==> config.mk <==
export PLATFORM = sky130hd
export DESIGN_NAME = rhs_ctrl
export DESIGN_NICKNAME = d
export VERILOG_FILES = /design/src/rtl/randomized_hash_set_defines.svh /design/src/rtl/rhs_pkg.sv /design/src/rtl/rhs_ctrl.sv
export SDC_FILE = /design/constraint.sdc
export NUM_CORES = 1
export LEC_CHECK = 0
export BUFFER_PORTS_ARGS = -buffer_cell sky130_fd_sc_hd__clkbuf_2
export CORE_ASPECT_RATIO = 1.2
export CORE_MARGIN = 5
export CORE_UTILIZATION = 40
export CTS_CLUSTER_DIAMETER = 30
export CTS_CLUSTER_SIZE = 40
export DETAILED_ROUTE_END_ITERATION = 7
export PLACE_DENSITY = 0.64
export RECOVER_POWER = 25
export SLEW_MARGIN = 0
export SYNTH_ARGS = -nofsm -noshare
export SYNTH_HDL_FRONTEND = slang
export SYNTH_SLANG_ARGS = --single-unit
==> constraint.sdc <==
create_clock -name clk_i -period 2.3 [get_ports clk_i]
set_clock_uncertainty 0.15 [all_clocks]
set_input_delay 0.23 -clock clk_i [delete_from_list [all_inputs] [get_ports clk_i]]
set_output_delay 0.23 -clock clk_i [all_outputs]
set_load 0.01 [all_outputs]
==> src/rtl/randomized_hash_set_defines.svh <==
// ----------------------------------------------------------------------------
// randomized hash set assertion macros
// concurrent assertion helpers clocked on clk_i, quiet during reset
// ----------------------------------------------------------------------------
`ifndef RANDOMIZED_HASH_SET_DEFINES_SVH
`define RANDOMIZED_HASH_SET_DEFINES_SVH

`ifndef SYNTHESIS
`define RHS_ASSERT(lbl, prop, msg) \
  lbl: assert property (@(posedge clk_i) disable iff (!rst_ni) (prop)) else $error(msg);
`define RHS_ASSERT_IMP(lbl, ante, cons, msg) \
  lbl: assert property (@(posedge clk_i) disable iff (!rst_ni) (ante) |-> (cons)) \
    else $error(msg);
`else
`define RHS_ASSERT(lbl, prop, msg)
`define RHS_ASSERT_IMP(lbl, ante, cons, msg)
`endif

`endif

==> src/rtl/rhs_pkg.sv <==
// ----------------------------------------------------------------------------
// rhs_pkg
// shared types, codes and constants of the randomized hash set
// ----------------------------------------------------------------------------
package rhs_pkg;

  localparam int DEF_NUM_BUCKETS = 1063;
  localparam int DEF_CAPACITY    = 256;

  localparam int KEY_W  = 32;
  localparam int RND_W  = 31;
  localparam int BKT_W  = 11;
  localparam int DIV_W  = 11;
  localparam int DVD_W  = 32;
  localparam int GRP_SZ = 16;

  localparam logic [1:0] OP_INSERT   = 2'd0;
  localparam logic [1:0] OP_REMOVE   = 2'd1;
  localparam logic [1:0] OP_CONTAINS = 2'd2;
  localparam logic [1:0] OP_PICK     = 2'd3;

  localparam logic [1:0] ERR_NONE  = 2'd0;
  localparam logic [1:0] ERR_FULL  = 2'd1;
  localparam logic [1:0] ERR_EMPTY = 2'd2;

  typedef struct packed {
    logic [1:0]       op;
    logic [KEY_W-1:0] key;
    logic [RND_W-1:0] random_value;
  } req_t;

  typedef struct packed {
    logic             result_flag;
    logic [KEY_W-1:0] picked_key;
    logic [1:0]       error_code;
  } rsp_t;

  typedef struct packed {
    logic       load;
    logic       mod_start;
    logic       ins;
    logic       del;
    logic       emit;
    logic       flag;
    logic [1:0] err;
    logic       use_pick;
  } cmd_t;

  typedef struct packed {
    logic [1:0] op;
    logic       hit;
    logic       full;
    logic       empty;
    logic       mod_done;
    logic       out_free;
  } sts_t;

endpackage

==> src/rtl/rhs_ctrl.sv <==
// ----------------------------------------------------------------------------
// rhs_ctrl
// operation sequencer of the randomized hash set
// ----------------------------------------------------------------------------
module rhs_ctrl (
  input  logic          clk_i,
  input  logic          rst_ni,
  input  logic          in_valid_i,
  output logic          in_stall_o,
  input  rhs_pkg::sts_t sts_i,
  output rhs_pkg::cmd_t cmd_o
);

  localparam logic [3:0] S_IDLE   = 4'd0;
  localparam logic [3:0] S_DISP   = 4'd1;
  localparam logic [3:0] S_TREE1  = 4'd2;
  localparam logic [3:0] S_TREE2  = 4'd3;
  localparam logic [3:0] S_DECIDE = 4'd4;
  localparam logic [3:0] S_MODW   = 4'd5;
  localparam logic [3:0] S_INS    = 4'd6;
  localparam logic [3:0] S_DEL    = 4'd7;
  localparam logic [3:0] S_EMIT   = 4'd8;

  logic [3:0] state_q, state_d;
  logic       flag_q, flag_d, pick_q, pick_d;
  logic [1:0] err_q, err_d;

  always_comb begin
    state_d   = state_q;
    flag_d    = flag_q;
    pick_d    = pick_q;
    err_d     = err_q;
    cmd_o     = '0;
    cmd_o.flag     = flag_q;
    cmd_o.err      = err_q;
    cmd_o.use_pick = pick_q;
    case (state_q)
      S_IDLE: begin
        if (in_valid_i) begin
          cmd_o.load = 1'b1;
          flag_d     = 1'b0;
          pick_d     = 1'b0;
          err_d      = rhs_pkg::ERR_NONE;
          state_d    = S_DISP;
        end
      end
      S_DISP: begin
        if (sts_i.op == rhs_pkg::OP_PICK) begin
          if (sts_i.empty) begin
            err_d   = rhs_pkg::ERR_EMPTY;
            state_d = S_EMIT;
          end else begin
            cmd_o.mod_start = 1'b1;
            state_d         = S_MODW;
          end
        end else begin
          state_d = S_TREE1;
        end
      end
      S_TREE1: state_d = S_TREE2;
      S_TREE2: state_d = S_DECIDE;
      S_DECIDE: begin
        case (sts_i.op)
          rhs_pkg::OP_INSERT: begin
            if (sts_i.hit) begin
              state_d = S_EMIT;
            end else if (sts_i.full) begin
              err_d   = rhs_pkg::ERR_FULL;
              state_d = S_EMIT;
            end else begin
              state_d = S_INS;
            end
          end
          rhs_pkg::OP_REMOVE: begin
            state_d = sts_i.hit ? S_DEL : S_EMIT;
          end
          rhs_pkg::OP_CONTAINS: begin
            flag_d  = sts_i.hit;
            state_d = S_EMIT;
          end
          default: begin
            flag_d  = 1'b1;
            pick_d  = 1'b1;
            state_d = S_EMIT;
          end
        endcase
      end
      S_MODW: begin
        if (sts_i.mod_done) begin
          state_d = S_TREE1;
        end
      end
      S_INS: begin
        cmd_o.ins = 1'b1;
        flag_d    = 1'b1;
        state_d   = S_EMIT;
      end
      S_DEL: begin
        cmd_o.del = 1'b1;
        flag_d    = 1'b1;
        state_d   = S_EMIT;
      end
      S_EMIT: begin
        if (sts_i.out_free) begin
          cmd_o.emit = 1'b1;
          state_d    = S_IDLE;
        end
      end
      default: state_d = S_IDLE;
    endcase
  end

  always_ff @(posedge clk_i or negedge rst_ni) begin
    if (!rst_ni) begin
      state_q <= S_IDLE;
      flag_q  <= 1'b0;
      pick_q  <= 1'b0;
      err_q   <= rhs_pkg::ERR_NONE;
    end else begin
      state_q <= state_d;
      flag_q  <= flag_d;
      pick_q  <= pick_d;
      err_q   <= err_d;
    end
  end

  assign in_stall_o = (state_q != S_IDLE);

endmodule

==> Yosys cells after proc, flatten, opt, wreduce, memory -nomap -nowiden <==
Cells that the tools add are included.
{ "totals": {"ff_bits": 8, "inputBits": 10, "out_inout_bits": 10, "word_cells": 69} }
{ "op_classes": {"eq_ne": 21, "mux": 31, "reduce_logical": 13} }
{ "op_table": {"columns": ["operator", "count"], "rows": [
  ["$mux 4", 8],
  ["$pmux 4 s8", 1],
  ["$ne 2x2->1 const B", 10],
  ["$eq 4x3->1 const B", 4],
  ["$mux 2", 6],
  ["$mux 1", 11],
  ["$reduce_and 3->1", 3],
  ["$eq 4x2->1 const B", 2],
  ["$pmux 4 s2", 1],
  ["$reduce_and 7->1", 1],
  ["$pmux 2 s3", 1],
  ["$reduce_bool 3->1", 2],
  ["$eq 2x2->1 const B", 2],
  ["$eq 4x1->1 const B", 1],
  ["$eq 4x4->1 const B", 1],
  ["$logic_not 4->1", 1],
  ["$pmux 1 s2", 2],
  ["$reduce_bool 4->1", 1],
  ["$reduce_or 2->1", 2],
  ["$pmux 1 s3", 1],
  ["$reduce_or 3->1", 1],
  ["$eq 2x1->1 const B", 1],
  ["$logic_not 2->1", 1],
  ["$reduce_bool 2->1", 1]
]} }

==> Logic depth before layout (Yosys ltp) <==
{ "logic_depth": {"word_depth": 4, "depth_mapped": 5, "depth_no_buf": 3} }

==> Worst setup path after synthesis <==
No wires, ideal clock.
{ "synth_timing": {"kind": "register to register", "from": "register state_q[2]", "to": "register flag_q", "setup_time_ns": 0.079, "arrival_time_ns": 1.296, "t_required_ns": 2.071, "path_slack_ns": 0.775, "stages_incl_launch_ff": 5, "path_buffers": 1, "cell_sequence": "dfrtp_1 buf_6 or3b_1 a211oi_1 mux2i_1"} }
{ "synth_via": {"elab_chain_len": 4} }
{ "synth_rtl": {"columns": ["item", "line", "rtl"], "rows": [
  ["start, declared", "rhs_ctrl.sv:24", "logic [3:0] state_q, state_d;"],
  ["start signal, assigned", "rhs_ctrl.sv:120", "state_q <= state_d;"],
  ["$eq 4x3->1", "rhs_ctrl.sv:37", "case (state_q)"],
  ["$reduce_or 2->1 (no line)", null, null],
  ["$reduce_bool 3->1 (no line)", null, null],
  ["$reduce_and 3->1 (no line)", null, null],
  ["end signal, assigned", "rhs_ctrl.sv:121", "flag_q <= flag_d;"],
  ["end, declared", "rhs_ctrl.sv:25", "logic flag_q, flag_d, pick_q, pick_d;"]
]} }
Several ways; a longest one is shown, not always the timed one.
A chain may end at the register's enable or synchronous reset.

==> metrics <==
PortBufs=19; clock sinks=8; worst hold path type=in -> reg; #FFs+latches synth=8; status=completed; Initial Util=between 40% and 50%; # diodes=0; Clk pwr share=between 15 and 20%; core region area=between 1000 and 1500 um^2; CP Data Required Time=1920 ps; count leader, synth=dfrtp_1; count of final max-slew check failures=0; Iter 0 DRT Violations=7; switching share of power=between 40% and 50%; crit path DAT=1610 ps; top_reg_cell synth=dfrtp_1; max-cap violations=0; post-route core utilization=around half; die width=46.2 um; Fin Hold WS=180 ps; crit path cell chain=nor2_1, and3_1, clkbuf_2; Syn Nets=80; Post-Synth Simple-Gate Area=just under 40%; All-Layer GR Usage=between 15 and 20%; layout cell share with drive strength beyond 1=roughly a third; Reg power frac=38.4%; Post-DP HPWL=around 1.2 mm; Via-to-Cell Ratio=about 6; ys async rst share=100%; DP Area=about 700 um^2; post-synthesis average cell area=8.99 um^2; CTS tree=built; worst-path maximum fanout=19; DR WL/cell=roughly 15 um; detailed-route DRC error count=0; sequential area share after synthesis=between 30% and 40%; top cell type's share of synthesized area=31.8%; initial antenna violation count=0; CTS Buffer Depth=2; CTS clk-pin slew, worst paths=approximately 60 ps; top area cells in the synthesized netlist=dfrtp_1 32%, nor4b_1 5.6%, o21ai_0 4.0%; largest net degree at the start of global routing=20; vias=614; Top Ports=20; Syn Std Cell Area=629 um^2; Worst Tran Pin Value=490 ps; Crit-path slowest cell=dfrtp_1; Worst Reg-to-Reg Cells=3; Die Area=2470 um^2; post-synth top area cell=dfrtp_1; yosys warns=0; max incr delay on CP=between 500 and 600 ps; Num CTS Buffers=3; first-pass GRT wire length=approximately 2.7 mm; EDFF count, synth=0; Max transition margin=67.3%; total gr overflow=0; multiplexer area fraction after synthesis=under 10%; Critical Path Sink Type=primary output; cell leakage power=about 0.33 nW; Setup Crit Path Kind=reg -> out; count of cell types in the netlist=39; Synth top cells by count=8 x dfrtp_1, 5 x nand2_1, 5 x o21ai_0, 4 x nor2_1, 4 x nor4b_1; VDD IR-drop max=about 0.0006 V; Cells after Synth=70; Internal=between 0.0004 and 0.0005 W; antenna viol nets, final=0; main combinational cell family by area after synthesis=simple AND/OR/NAND/NOR gates; synthesis-to-layout area growth=16.3%; pwr dens=around 990 nW/um^2; complex-gate fraction of the synthesized area=a little under a fifth; final setup fails=0; XOR/XNOR share of the synthesized area=0%; Final Hold Viols=0; Final Wtd Congestion=~0.84; Die Height=between 50 and 60 um; nets=98; post_cts resized=0; Highest Clock Rate=0.504 GHz; switching power=0.000312 W; fin crit period=1990 ps; Comb power frac=roughly 45%; router iterations before antenna repair=4; RSZ-0062 raised after global routing=no; Setup crit start kind=register; standard-cell rows=15; Detailed Route WL=between 1.5 and 2 mm; # H-tree levels=1; Sum Neg Setup Slack=0 ps; clock latency on the worst-skew pair=approximately 270 ps; clock root buffer=clkbuf_4; Min-Delay Path Depth=4; design area=732 um^2; Tcrit/Tclk final=86.3%; Synth Area in Adders=0%; vias in the first global route=596
-- kinds of logic after synthesis --
group,after synthesis
buffers and inverters,9
AND/OR/NAND/NOR,35
flip-flops,8
multiplexers,1
AO/OA/AOI/OAI,17
-- metal layers --
layer	share of wire, %	routed length (um)	global-route usage (%)	vias up
li1	-	-	-	300
met1	43	684	19.9	292
met2	50	791	24.5	17
met3	5.0	79	2.38	5
met4	2.4	38	7.11	0
met5	0	0	0	-
-- stage by stage --
stage | std cells | worst slack (ps) | total power [W]
detailed placement | 99 | 615 | 0.000611
CTS | 103 | 331 | 0.000729
global route | 103 | 209 | 0.000789
floorplan | 70 | 775 | 0.000540
global placement | 99 | 622 | 0.000605
finish | 103 | 315 | 0.000726
-- worst max-delay path, delay by kind of cell (launching register included) --
family / cells / cell delay [ps]
and+or+nand+nor: 2 / 630
DFF: 1 / 560
buffers and inverters: 1 / 150
-- worst paths after layout --
path                               to  slack, ps        from
max                          cmd_o[8]        310  state_q[0]
min                        state_q[2]        180    sts_i[3]
max reg2reg                  err_q[1]        620  state_q[0]
min reg2reg                  err_q[0]        350    err_q[0]
max in group asynchronous    err_q[1]       1430      rst_ni
min in group asynchronous  state_q[1]        260      rst_ni
-- state kept, by name, summed over array words and instances (netlist names) --
register and count:
state_q 4, err_q 2, pick_q 1, flag_q 1
-- power groups by stage --
stage | clock (W) | combinational, W | sequential (W)
3_3_place_gp | 0 | 0.000327 | 0.000278
3_5_place_dp | 0 | 0.000331 | 0.000280
6_report | 0.000119 | 0.000328 | 0.000279
2_1_floorplan | 0 | 0.000330 | 0.000210
5_1_grt | 0.000126 | 0.000368 | 0.000296
4_1_cts | 0.000118 | 0.000333 | 0.000278
-- cell usage in the layout, fill, tap and decap left out, drive strengths merged, types with 3 or more instances in the layout --
cell and count:
nor4b 4, nor2b 3, nand2 5, o22ai 3, clkbuf 22, o21ai 5
dfrtp 8, nor2 4
-- area by class of cell --
type	instances	area [um^2]
fill	154	732
tap	17	21.3
multi-input combinational	53	377
timing repair buffer	20	104
sequential	8	200
clock buffer	3	22.5
inverter	2	7.51
-- what timing repair did --
action | 4_1_cts | 5_1_grt
setup buffers | 0 | 0
hold buffers | 1 | 0
hold endpoints to repair | 8 | 0
No activity file was read; power rests on OpenSTA's default activity.
